$ cat src/odcps_pkg.sv
// Shared types and constants for the oldest-due channel poll scheduler.
// No dependencies; used by odcps_ctrl, odcps_dp and the top level.
package odcps_pkg;

  localparam int MAX_CHANNELS_DEF = 32;

  localparam int OP_W       = 2;
  localparam int TIME_W     = 32;
  localparam int SERIAL_W   = 32;
  localparam int ENTRY_IDX_W = 5;
  localparam int INTERVAL_W = 16;
  localparam int ACTIVE_W   = 6;
  localparam int INHIBIT_W  = 8;
  localparam int CFG_IDX_W  = 2;
  localparam int CFG_DATA_W = 16;

  localparam int IN_TDATA_W  = 104;
  localparam int OUT_TDATA_W = 40;

  localparam logic [OP_W-1:0] OP_TICK    = 2'd0;
  localparam logic [OP_W-1:0] OP_INHIBIT = 2'd1;
  localparam logic [OP_W-1:0] OP_WRITE   = 2'd2;

  localparam logic [CFG_IDX_W-1:0] REG_POLL_INTERVAL = 2'd0;
  localparam logic [CFG_IDX_W-1:0] REG_ACTIVE        = 2'd1;
  localparam logic [CFG_IDX_W-1:0] REG_INHIBIT_SEC   = 2'd2;

  localparam logic [INHIBIT_W-1:0] INHIBIT_RESET = 8'd45;

  typedef struct packed {
    logic accept;
    logic scan_step;
    logic stamp;
    logic load_out;
  } ctrl_cmd_t;

  typedef struct packed {
    logic qualify;
    logic scan_done;
    logic out_busy;
  } ctrl_sts_t;

endpackage

$ cat src/oldest_due_channel_poll_scheduler.sv
// Oldest-due channel poll scheduler, top level.
// Instantiates odcps_ctrl and odcps_dp; uses odcps_pkg.
//
// Requests arrive on the in_ channel; in_tuser carries the op code (tick,
// inhibit, table write). Each request yields exactly one result on out_.
// Registers are written through cfg_we/cfg_index/cfg_wdata; the user must write
// them only while idle, and the block itself does not enforce this. Inhibit,
// table write and non-polling ticks go from acceptance straight to the
// hand-off step, which loads the result register. A polling tick walks the
// first min(active_channels, MAX_CHANNELS) entries one per cycle through the
// table read port plus one compare stage, then stamps the chosen entry, if
// any, and hands off. The sequencer is back in idle when the result turns valid.
// One request is handled at a time; in_tready is high whenever the
// sequencer is idle, also while an earlier result waits in the output
// register. If the receiver stalls, the finished result is held and the
// next request waits in the hand-off step until the output register frees.
// Reset clears the sequencer, the feedback flags (no channel is pollable),
// the inhibit deadline and the config registers (inhibit length 45 s).
// Serials and last-poll times hold no defined value until written.
module oldest_due_channel_poll_scheduler #(
  parameter int MAX_CHANNELS = odcps_pkg::MAX_CHANNELS_DEF
) (
  input  logic                               clk,
  input  logic                               rst_n,
  input  logic                               cfg_we,
  input  logic [odcps_pkg::CFG_IDX_W-1:0]    cfg_index,
  input  logic [odcps_pkg::CFG_DATA_W-1:0]   cfg_wdata,
  input  logic                               in_tvalid,
  output logic                               in_tready,
  // now_s[31:0], time_valid[32], radio_ready[33], entry_index[38:34],
  // entry_serial[70:39], entry_feedback[71], entry_last_poll[103:72]
  input  logic [odcps_pkg::IN_TDATA_W-1:0]   in_tdata,
  // op[1:0]
  input  logic [odcps_pkg::OP_W-1:0]         in_tuser,
  output logic                               out_tvalid,
  input  logic                               out_tready,
  // poll_serial[31:0], poll_index[36:32], zero[39:37]
  output logic [odcps_pkg::OUT_TDATA_W-1:0]  out_tdata,
  // poll_issued[0]
  output logic                               out_tuser
);

  odcps_pkg::ctrl_cmd_t cmd;
  odcps_pkg::ctrl_sts_t sts;

  odcps_ctrl u_ctrl (
    .clk       (clk),
    .rst_n     (rst_n),
    .in_tvalid (in_tvalid),
    .in_tready (in_tready),
    .sts       (sts),
    .cmd       (cmd)
  );

  odcps_dp #(
    .MAX_CHANNELS (MAX_CHANNELS)
  ) u_dp (
    .clk        (clk),
    .rst_n      (rst_n),
    .cfg_we     (cfg_we),
    .cfg_index  (cfg_index),
    .cfg_wdata  (cfg_wdata),
    .in_tdata   (in_tdata),
    .in_tuser   (in_tuser),
    .out_tvalid (out_tvalid),
    .out_tready (out_tready),
    .out_tdata  (out_tdata),
    .out_tuser  (out_tuser),
    .cmd        (cmd),
    .sts        (sts)
  );

endmodule

$ cat src/odcps_ctrl.sv
// Sequencer for the poll scheduler: accept, scan, stamp and result hand-off.
// Depends on odcps_pkg for the command and status structs.
module odcps_ctrl (
  input  logic                  clk,
  input  logic                  rst_n,
  input  logic                  in_tvalid,
  output logic                  in_tready,
  input  odcps_pkg::ctrl_sts_t  sts,
  output odcps_pkg::ctrl_cmd_t  cmd
);

  localparam logic [1:0] S_IDLE = 2'd0;
  localparam logic [1:0] S_SCAN = 2'd1;
  localparam logic [1:0] S_FIN  = 2'd2;

  logic [1:0] state_r;
  logic [1:0] state_nxt;

  always_comb begin
    state_nxt     = state_r;
    in_tready     = 1'b0;
    cmd           = '0;
    case (state_r)
      S_IDLE: begin
        in_tready = 1'b1;
        if (in_tvalid) begin
          cmd.accept = 1'b1;
          state_nxt  = sts.qualify ? S_SCAN : S_FIN;
        end
      end
      S_SCAN: begin
        cmd.scan_step = 1'b1;
        if (sts.scan_done) begin
          cmd.stamp = 1'b1;
          state_nxt = S_FIN;
        end
      end
      S_FIN: begin
        if (!sts.out_busy) begin
          cmd.load_out = 1'b1;
          state_nxt    = S_IDLE;
        end
      end
      default: begin
        state_nxt = S_IDLE;
      end
    endcase
  end

  always_ff @(posedge clk) begin
    if (!rst_n) begin
      state_r <= S_IDLE;
    end else begin
      state_r <= state_nxt;
    end
  end

  a_load_when_free: assert property (@(posedge clk) disable iff (!rst_n)
    cmd.load_out |-> !sts.out_busy) else $error("result loaded over pending result");

  a_stamp_after_scan: assert property (@(posedge clk) disable iff (!rst_n)
    cmd.stamp |-> sts.scan_done) else $error("stamp before scan finished");

  a_scan_then_fin: assert property (@(posedge clk) disable iff (!rst_n)
    cmd.stamp |=> (state_r == S_FIN)) else $error("no hand-off after stamp");

endmodule

$ cat src/odcps_dp.sv
// Datapath for the poll scheduler: config registers, channel table,
// scan compare stage, inhibit deadline and result register. Uses odcps_pkg.
module odcps_dp #(
  parameter int MAX_CHANNELS = odcps_pkg::MAX_CHANNELS_DEF
) (
  input  logic                                 clk,
  input  logic                                 rst_n,
  input  logic                                 cfg_we,
  input  logic [odcps_pkg::CFG_IDX_W-1:0]      cfg_index,
  input  logic [odcps_pkg::CFG_DATA_W-1:0]     cfg_wdata,
  input  logic [odcps_pkg::IN_TDATA_W-1:0]     in_tdata,
  input  logic [odcps_pkg::OP_W-1:0]           in_tuser,
  output logic                                 out_tvalid,
  input  logic                                 out_tready,
  output logic [odcps_pkg::OUT_TDATA_W-1:0]    out_tdata,
  output logic                                 out_tuser,
  input  odcps_pkg::ctrl_cmd_t                 cmd,
  output odcps_pkg::ctrl_sts_t                 sts
);

  localparam int IDX_W = (MAX_CHANNELS > 1) ? $clog2(MAX_CHANNELS) : 1;
  localparam int CNT_W = $clog2(MAX_CHANNELS + 1);
  localparam int CMP_W = (CNT_W > odcps_pkg::ACTIVE_W) ? CNT_W : odcps_pkg::ACTIVE_W;
  localparam int EIX_W = (CNT_W > odcps_pkg::ENTRY_IDX_W) ? CNT_W : odcps_pkg::ENTRY_IDX_W;
  localparam int TW = odcps_pkg::TIME_W;
  localparam int SW = odcps_pkg::SERIAL_W;

  // input fields
  logic [TW-1:0]                        now_s;
  logic                                 time_valid;
  logic                                 radio_ready;
  logic [odcps_pkg::ENTRY_IDX_W-1:0]    entry_index;
  logic [SW-1:0]                        entry_serial;
  logic                                 entry_feedback;
  logic [TW-1:0]                        entry_last_poll;

  assign now_s           = in_tdata[31:0];
  assign time_valid      = in_tdata[32];
  assign radio_ready     = in_tdata[33];
  assign entry_index     = in_tdata[38:34];
  assign entry_serial    = in_tdata[70:39];
  assign entry_feedback  = in_tdata[71];
  assign entry_last_poll = in_tdata[103:72];

  // config
  logic [odcps_pkg::INTERVAL_W-1:0] interval_r;
  logic [odcps_pkg::ACTIVE_W-1:0]   active_r;
  logic [odcps_pkg::INHIBIT_W-1:0]  inhibit_sec_r;
  logic [TW-1:0]                    deadline_r;

  always_ff @(posedge clk) begin
    if (!rst_n) begin
      interval_r    <= '0;
      active_r      <= '0;
      inhibit_sec_r <= odcps_pkg::INHIBIT_RESET;
    end else if (cfg_we) begin
      case (cfg_index)
        odcps_pkg::REG_POLL_INTERVAL: interval_r    <= cfg_wdata;
        odcps_pkg::REG_ACTIVE:        active_r      <= cfg_wdata[odcps_pkg::ACTIVE_W-1:0];
        odcps_pkg::REG_INHIBIT_SEC:   inhibit_sec_r <= cfg_wdata[odcps_pkg::INHIBIT_W-1:0];
        default: ;
      endcase
    end
  end

  // request decode
  logic is_tick, is_inhibit, is_write, idx_in_range, qualify;
  logic [TW:0] deadline_sum;
  logic [IDX_W-1:0] wr_addr;

  assign is_tick      = (in_tuser == odcps_pkg::OP_TICK);
  assign is_inhibit   = (in_tuser == odcps_pkg::OP_INHIBIT);
  assign is_write     = (in_tuser == odcps_pkg::OP_WRITE);
  assign idx_in_range = (EIX_W'(entry_index) < EIX_W'(MAX_CHANNELS));
  assign wr_addr      = IDX_W'(entry_index);
  assign qualify      = is_tick && time_valid && radio_ready &&
                        (now_s >= deadline_r) && (interval_r != '0);
  assign deadline_sum = {1'b0, now_s} + {{(TW + 1 - odcps_pkg::INHIBIT_W){1'b0}}, inhibit_sec_r};

  always_ff @(posedge clk) begin
    if (!rst_n) begin
      deadline_r <= '0;
    end else if (cmd.accept && is_inhibit && (now_s != '0)) begin
      deadline_r <= deadline_sum[TW] ? {TW{1'b1}} : deadline_sum[TW-1:0];
    end
  end

  // channel table
  logic [SW-1:0] serial_mem [MAX_CHANNELS];
  logic [TW-1:0] last_mem   [MAX_CHANNELS];
  logic [MAX_CHANNELS-1:0] fb_r;

  logic [TW-1:0]    now_r;
  logic             tick_sel_r;
  logic [CNT_W-1:0] count_r;
  logic [CNT_W-1:0] rd_idx_r;
  logic             rdv_r;
  logic             rd_fb_r;
  logic [IDX_W-1:0] idx_q_r;
  logic [SW-1:0]    rd_serial_r;
  logic [TW-1:0]    rd_ts_r;
  logic [SW-1:0]    best_serial_r;
  logic [TW-1:0]    best_ts_r;
  logic [IDX_W-1:0] best_idx_r;

  logic             last_we;
  logic [IDX_W-1:0] last_addr;
  logic [TW-1:0]    last_wdata;
  logic             stamp_en;

  assign stamp_en   = cmd.stamp && (best_serial_r != '0);
  assign last_we    = (cmd.accept && is_write && idx_in_range) || stamp_en;
  assign last_addr  = stamp_en ? best_idx_r : wr_addr;
  assign last_wdata = stamp_en ? now_r : entry_last_poll;

  always_ff @(posedge clk) begin
    if (cmd.accept && is_write && idx_in_range) begin
      serial_mem[wr_addr] <= entry_serial;
    end
    if (last_we) begin
      last_mem[last_addr] <= last_wdata;
    end
    rd_serial_r <= serial_mem[rd_idx_r[IDX_W-1:0]];
    rd_ts_r     <= last_mem[rd_idx_r[IDX_W-1:0]];
  end

  always_ff @(posedge clk) begin
    if (!rst_n) begin
      fb_r <= '0;
    end else if (cmd.accept && is_write && idx_in_range) begin
      fb_r[wr_addr] <= entry_feedback;
    end
  end

  // scan
  logic [CMP_W-1:0] act_ext;
  logic [CMP_W-1:0] max_ext;
  logic [CNT_W-1:0] count_nxt;
  logic             rd_issue;
  logic [TW-1:0]    age;
  logic             eligible;
  logic             take;

  assign act_ext   = CMP_W'(active_r);
  assign max_ext   = CMP_W'(MAX_CHANNELS);
  assign count_nxt = CNT_W'((act_ext > max_ext) ? max_ext : act_ext);
  assign rd_issue  = cmd.scan_step && (rd_idx_r < count_r);
  assign age       = now_r - rd_ts_r;
  assign eligible  = (rd_ts_r == '0) ||
                     ((now_r >= rd_ts_r) && (age >= TW'(interval_r)));
  assign take      = rdv_r && rd_fb_r && eligible &&
                     ((best_serial_r == '0) || (rd_ts_r < best_ts_r));

  always_ff @(posedge clk) begin
    if (!rst_n) begin
      tick_sel_r <= 1'b0;
      rd_idx_r   <= '0;
      rdv_r      <= 1'b0;
      count_r    <= '0;
    end else if (cmd.accept) begin
      tick_sel_r <= qualify;
      rd_idx_r   <= '0;
      rdv_r      <= 1'b0;
      count_r    <= count_nxt;
    end else begin
      rdv_r <= rd_issue;
      if (rd_issue) begin
        rd_idx_r <= rd_idx_r + CNT_W'(1);
      end
    end
  end

  always_ff @(posedge clk) begin
    if (cmd.accept) begin
      now_r         <= now_s;
      best_serial_r <= '0;
      best_ts_r     <= now_s;
      best_idx_r    <= '0;
    end else if (take) begin
      best_serial_r <= rd_serial_r;
      best_ts_r     <= rd_ts_r;
      best_idx_r    <= idx_q_r;
    end
    rd_fb_r <= fb_r[rd_idx_r[IDX_W-1:0]];
    idx_q_r <= rd_idx_r[IDX_W-1:0];
  end

  // result register
  logic                              out_valid_r;
  logic                              res_issued_r;
  logic [SW-1:0]                     res_serial_r;
  logic [odcps_pkg::ENTRY_IDX_W-1:0] res_idx_r;
  logic                              issued;

  assign issued = tick_sel_r && (best_serial_r != '0);

  always_ff @(posedge clk) begin
    if (!rst_n) begin
      out_valid_r <= 1'b0;
    end else if (cmd.load_out) begin
      out_valid_r <= 1'b1;
    end else if (out_tready) begin
      out_valid_r <= 1'b0;
    end
  end

  always_ff @(posedge clk) begin
    if (cmd.load_out) begin
      res_issued_r <= issued;
      res_serial_r <= issued ? best_serial_r : '0;
      res_idx_r    <= issued ? odcps_pkg::ENTRY_IDX_W'(best_idx_r) : '0;
    end
  end

  assign out_tvalid = out_valid_r;
  assign out_tuser  = res_issued_r;
  assign out_tdata  = {3'b000, res_idx_r, res_serial_r};

  assign sts.qualify   = qualify;
  assign sts.scan_done = (rd_idx_r >= count_r) && !rdv_r;
  assign sts.out_busy  = out_valid_r && !out_tready;

  a_issued_nonzero: assert property (@(posedge clk) disable iff (!rst_n)
    (out_tvalid && out_tuser) |-> (out_tdata[31:0] != '0))
    else $error("issued poll with zero serial");

  a_read_in_range: assert property (@(posedge clk) disable iff (!rst_n)
    rdv_r |-> (CNT_W'(idx_q_r) < count_r)) else $error("scan beyond active count");

  a_count_bound: assert property (@(posedge clk) disable iff (!rst_n)
    count_r <= CNT_W'(MAX_CHANNELS)) else $error("scan count above table size");

endmodule
$ cat config.mk
export PLATFORM = sky130hd
export DESIGN_NAME = oldest_due_channel_poll_scheduler
export DESIGN_NICKNAME = d
export VERILOG_FILES = /design/src/odcps_pkg.sv /design/src/oldest_due_channel_poll_scheduler.sv /design/src/odcps_ctrl.sv /design/src/odcps_dp.sv
export SDC_FILE = /design/constraint.sdc
export NUM_CORES = 2
export LEC_CHECK = 0
export BUFFER_PORTS_ARGS = -buffer_cell sky130_fd_sc_hd__buf_2
export CAP_MARGIN = 0
export CORE_MARGIN = 3
export CORE_UTILIZATION = 45
export CTS_CLUSTER_DIAMETER = 150
export CTS_CLUSTER_SIZE = 16
export DETAILED_ROUTE_END_ITERATION = 7
export GPL_ROUTABILITY_DRIVEN = 0
export GPL_TIMING_DRIVEN = 0
export PLACE_DENSITY_LB_ADDON = 0.2
export SYNTH_ARGS = -nofsm -noshare
export SYNTH_HDL_FRONTEND = slang
export SYNTH_HIERARCHICAL = 1
export SYNTH_SLANG_ARGS = --single-unit
$ cat constraint.sdc
create_clock -name clk -period 9.5 [get_ports clk]
set_clock_uncertainty 0.2 [all_clocks]
set_input_delay 0.95 -clock clk [delete_from_list [all_inputs] [get_ports clk]]
set_output_delay 0.95 -clock clk [all_outputs]
set_load 0.02 [all_outputs]
# [Yosys cells after proc, flatten, opt, wreduce, memory -nomap -nowiden]
# Memories as Yosys holds them, arrays and structs flattened. A register that Yosys moved wholly into a read port is not among the register bits.
# Index checks and enable logic that the tools add are counted.
[word_totals] ff_bits=256 ram_bits=2048 inputBits=129 word_cells=111 mem_count=2
[memory_table] name="u_dp.last_mem" words=32 word_bits=32 rd=1 rd_clocked_by_memory_dff=1 write_ports=1 line="odcps_dp.sv:90" text="logic [TW-1:0] last_mem [MAX_CHANNELS];"
[memory_table] name="u_dp.serial_mem" words=32 word_bits=32 rd=1 rd_clocked_by_memory_dff=1 write_ports=1 line="odcps_dp.sv:89" text="logic [SW-1:0] serial_mem [MAX_CHANNELS];"
[classes] n_addsub=3 order_cmp=10 eq_ne=9 mux=29 n_bitwise=1 reduce_logical=37
[ops] cell="two-way mux 32 bit" count=4
[ops] cell=">= comparator 32 bit" count=2
[ops] cell="logical NOT 32 bit" count=2
[ops] cell="nonzero test 32 bit" count=2
[ops] cell="adder 32 x 8 -> 33 bit" count=1
[ops] cell="bitwise mux 32 bit" count=1
[ops] cell=">= comparator 32 x 16 -> 1 bit" count=1
[ops] cell="less-than comparator 32 bit" count=1
[ops] cell="subtractor 32 bit" count=1
[ops] cell="logical AND 1 bit" count=17
[ops] cell="nonzero test 16 bit" count=1
[ops] cell="two-way mux 1 bit" count=14
[ops] cell="less-than comparator 5 x 6 -> 1 bit (second input constant)" count=2
[ops] cell="two-way mux 2 bit" count=5
[ops] cell="adder 6 x 1 -> 6 bit (second input constant)" count=1
[ops] cell="== test 2 x 1 -> 1 bit (second input constant)" count=3
[ops] cell="== test 2 bit (second input constant)" count=3
[ops] cell=">= comparator 6 bit" count=1
[ops] cell="greater-than comparator 6 bit (second input constant)" count=1
[ops] cell="logical NOT 2 bit" count=3
[ops] cell="less-than comparator 6 bit" count=1
[ops] cell="two-way mux 6 bit" count=1
[ops] cell="!= test 2 bit (second input constant)" count=3
[ops] cell="case mux 2 bit (3 select lines)" count=1
[ops] cell="other kinds (11)" count=17

# [Longest topological paths before layout]
[depth] ltp_word=8 mapped_depth=22 ltp_nobuf=20

# [By module]
# Netlist, hierarchy kept.
[by_module_without_submodules] mod="odcps_dp" instances=1 cells_each=4786 area_each_um2=94186.6 seq_area_each_um2=68886.1
[by_module_without_submodules] mod="odcps_ctrl" instances=1 cells_each=15 area_each_um2=131.4 seq_area_each_um2=40.0

# [Worst setup path after synthesis]
# No wires, ideal clock.
[synth_timing] kind="reg2reg" start="register u_dp.rd_idx_r[0]" end="memory u_dp/last_mem[28][0] (netlist bit) (enable)" setup_ps=421 arrival_time_ps=4694 slack_ps=4185 path_stages_with_launch=15 n_path_buf=5 cell_sequence="dfxtp_1 > clkbuf_1 > buf_1 > buf_1 > inv_1 > ha_1 > nand2_1 > or2_2 > a21oi_1 > and2_1 > nor2b_1 > clkbuf_1 > clkbuf_1 > a41oi_1 > nor2_1"
[synth_rtl] element="start: declaration" line="odcps_dp.sv:96" text="logic [CNT_W-1:0] rd_idx_r;"
[synth_rtl] element="start signal: assignment" line="odcps_dp.sv:168" text="rd_idx_r <= rd_idx_r + CNT_W'(1);"
[synth_rtl] element="end: declaration" line="odcps_dp.sv:90"

==> results_dict.tcl <==
set metrics [dict create \
    drc 0 \
    grt_usage 0.249 \
    setup_viol 0 \
    rsz0062_at_grt "no" \
    holdPathStages 3 \
    synth_edf_count 2150 \
    endpoint_kind "register" \
    drv_slew 11 \
    violations "max-capacitance violations, max-slew violations" \
    critPathArrivalTime_ns 7.71 \
    die_height_um 464 \
    grt_max_degree 34 \
    cts.sinks 2368 \
    fin_crit_sh 0.783 \
    clk_path_buf_depth 3 \
    fin_util 0.510 \
    layout.cells.non_filler 8135 \
    reg2regPathDepth 15 \
    path_clk_slew_ns 0.08 \
    ys.flop_type "edfxtp_1" \
    htree_levels 4 \
    rrSetupSlack_ns 2.06 \
    maxCapViolations 3 \
    vias_per_cell 6.08 \
    slowest_delay_ns 0.84 \
    p_comb_frac 0.030 \
    timing.hold.ws_ns 0.195 \
    fmax_mhz 134 \
    r2r-start "u_dp/rd_idx_r[0]$_SDFFE_PP0P_" \
    num_vias 49500 \
    antenna_found_initial 17 \
    r2r_end "u_dp/last_mem[29][18]$_DFFE_PP_" \
    status "finished, violations left" \
    yosys_register_bits 2368 \
    overflow 0 \
    ys_seq_area_frac 0.731 \
    pwr-share-seq 0.609 \
    routed_wl_um 269000 \
    startpoint_type "register" \
    dr.pass1.iters 6 \
    crit_slowest_cell "buf_1" \
    avgSynthCellArea_sq_um 19.6 \
    p_switching_uw 3870 \
    drtIter0Drc 6329 \
    cts_setup_buffers 0 \
    hp-start "cfg_wdata[8]" \
    syn_to_final_growth_pct 12.3 \
    port_buffers 165 \
    cts_tree "done" \
    ys_types 70 \
    switching_share 0.206 \
    dp_hpwl_um 181000 \
    required_ns 9.77 \
    power.share.clock 0.361 \
    cts_resized 0 \
    syn_area_sq_mm 0.0943 \
    rows 167 \
    cts_root_buf "clkbuf_16" \
    io_pins 172 \
    worstSetupPathType "reg2reg" \
    finalCriticalPeriod_ns 7.44 \
    cp-startpoint "u_dp/rd_idx_r[0]$_SDFFE_PP0P_" \
    die_w_um 464 \
    worst_slew_margin_rel -0.0330 \
    start_util 0.454 \
    coreArea_sq_mm 0.208 \
    leakagePower_uw 0.0326 \
    synthCells 4801 \
    grt_pass1_wl_um 377000 \
    cellPowerDensity_mw_per_mm2 177 \
    hold_path_end "u_dp/interval_r[8]$_SDFFE_PN0P_" \
    ir_worst_vdd_mv 0.201 \
    path_cells "clkbuf_1 -> buf_2 -> buf_1 -> inv_1 -> ha_1 -> nand2_1 -> or2_2 -> a21oi_1 -> and2_1 -> nor2b_1 -> clkbuf_1 -> buf_1 -> clkbuf_1 -> nand2_1 -> nand2_1" \
    tightest_slew_ns 1.55 \
    insertion_delay_ns 0.83 \
    drive_gt1_frac 0.240 \
    die_area_sq_mm 0.215 \
    synth_warnings 6 \
    placedCellCount 7849 \
    hold_viol 0 \
    grt_pass1_vias 48700 \
    cts_buffers 165 \
    internal-power_uw 14900 \
    hp-class "in2reg" \
    nets 5485 \
    cts_hold_buffers 0 \
    worstPathMaxFanout 32 \
    avgRoutedWirePerCell_um 33.1 \
    final_antenna_net_count 0 \
    postSynth.asyncResetShare 0 \
]
power by group through the flow:
stage / registers [uW] / clock network [uW] / logic [uW]
after floorplan: 11700 / 0 / 279
after global placement: 11700 / 0 / 519
after detailed placement: 11700 / 0 / 556
after CTS: 11400 / 6910 / 558
after global routing: 11400 / 7280 / 618
final: 11400 / 6760 / 560
critical path, delay by kind of cell, from the launching register on:
family | cells | cell delay, ns
buffers and inverters | 7 | 4.01
flip-flops | 1 | 0.40
AND/OR/NAND/NOR | 6 | 1.86
AO/OA/AOI/OAI | 1 | 0.24
adder cells (fa/ha/maj) | 1 | 0.31
per-stage QoR:
step / cell area (sq um) / power, uW / setup slack, ns / setup TNS, ns
4_1_cts: 106000 / 18900 / 2.05 / 0
5_1_grt: 106000 / 19300 / 1.76 / 0
2_1_floorplan: 94300 / 11900 / 4.19 / 0
3_3_place_gp: 98600 / 12200 / -1.13 / -703.19
3_5_place_dp: 101000 / 12200 / 2.07 / 0
6_report: 106000 / 18700 / 2.06 / 0
layout by cell type (no fill, tap or decap), types with 29 or more instances in the layout:
cell / instances
a21boi_0: 49
a21o_1: 29
a21oi_1: 94
and2_1: 48
buf_1: 42
buf_12: 67
buf_2: 176
clkbuf_1: 267
clkbuf_16: 169
dfxtp_1: 218
edfxtp_1: 2150
ha_1: 126
inv_1: 145
mux2_2: 66
mux2i_1: 56
mux4_2: 650
nand2_1: 246
nand2b_1: 91
nand3_1: 30
nand4_1: 42
nor2_1: 58
nor2_4: 64
nor2b_1: 30
nor4_1: 31
o21ai_0: 112
xor2_1: 29
worst max path at each step:
stage                                                  to  cells past startpoint
after floorplan            u_dp/last_mem[28][0]$_DFFE_PP_                     14
after global placement    u_dp/last_mem[17][18]$_DFFE_PP_                     14
after detailed placement   u_dp/last_mem[4][30]$_DFFE_PP_                     15
after CTS                  u_dp/last_mem[5][30]$_DFFE_PP_                     15
after global routing       u_dp/last_mem[4][16]$_DFFE_PP_                     15
final                     u_dp/last_mem[29][18]$_DFFE_PP_                     15
cell type report:
type                    instances  area [sq um]
clock inverters                11           111
well taps                    2788          3490
fillers                     16700        102000
inverters                     146           548
clock buffers                 267          4600
plain buffers                 243           981
diodes                          8          20.0
multi-input cells            2046         24400
flip-flops and latches       2368         68900
repair buffers                258          2770
cells by family (layout without fill, tap and decap cells):
kind of cell	count (synthesis)	after routing	synth area share
AO/OA/AOI/OAI	399	399	0.0263
XOR/XNOR	50	50	0.00464
adder cells (fa/ha/maj)	128	128	0.0171
buffers and inverters	389	925	0.0160
flip-flops	2368	2368	0.731
multiplexers	772	772	0.169
other	1	11	0.0000398
AND/OR/NAND/NOR	694	694	0.0361
cell usage after synthesis (9+ instances only):
cell / number / area share
a211oi_1: 9 / 0.00072
a21boi_0: 49 / 0.0039
a21o_1: 29 / 0.0023
a21oi_1: 94 / 0.0050
a31oi_1: 18 / 0.0012
and2_1: 49 / 0.0033
and3_1: 14 / 0.00093
buf_1: 46 / 0.0018
buf_2: 9 / 0.00048
clkbuf_1: 181 / 0.0072
dfxtp_1: 218 / 0.046
edfxtp_1: 2150 / 0.68
ha_1: 126 / 0.017
inv_1: 145 / 0.0058
mux2_2: 66 / 0.0079
mux2i_1: 56 / 0.0059
mux4_2: 650 / 0.16
nand2_1: 246 / 0.0098
nand2b_1: 91 / 0.0060
nand3_1: 30 / 0.0016
nand3b_1: 9 / 0.00072
nand4_1: 42 / 0.0028
nor2_1: 122 / 0.0049
nor2b_1: 30 / 0.0020
nor3_1: 9 / 0.00048
nor4_1: 34 / 0.0023
o21ai_0: 114 / 0.0060
o21ai_1: 14 / 0.00074
xnor2_1: 21 / 0.0020
xor2_1: 29 / 0.0027
routing by layer:
layer / wire (um) / GRT usage
met1: 109000 / 0.350
met2: 130000 / 0.403
met3: 20600 / 0.0403
met4: 9070 / 0.0776
met5: 19 / 0
state kept, by name (all words and copies together) (netlist names), 6 cells and up:
name                flops
u_dp/res_serial_r      32
u_dp/last_mem        1024
u_dp/best_ts_r         32
u_dp/best_serial_r     32
u_dp/inhibit_sec_r      8
u_dp/interval_r        16
u_dp/act_ext            6
u_dp/rd_serial_r       32
u_dp/rd_ts_r           32
u_dp/rd_idx_r           6
u_dp/now_r             32
u_dp/fb_r              32
u_dp/count_r            6
u_dp/serial_mem      1024
u_dp/deadline_r        32
(Power assumes the default switching activity.)
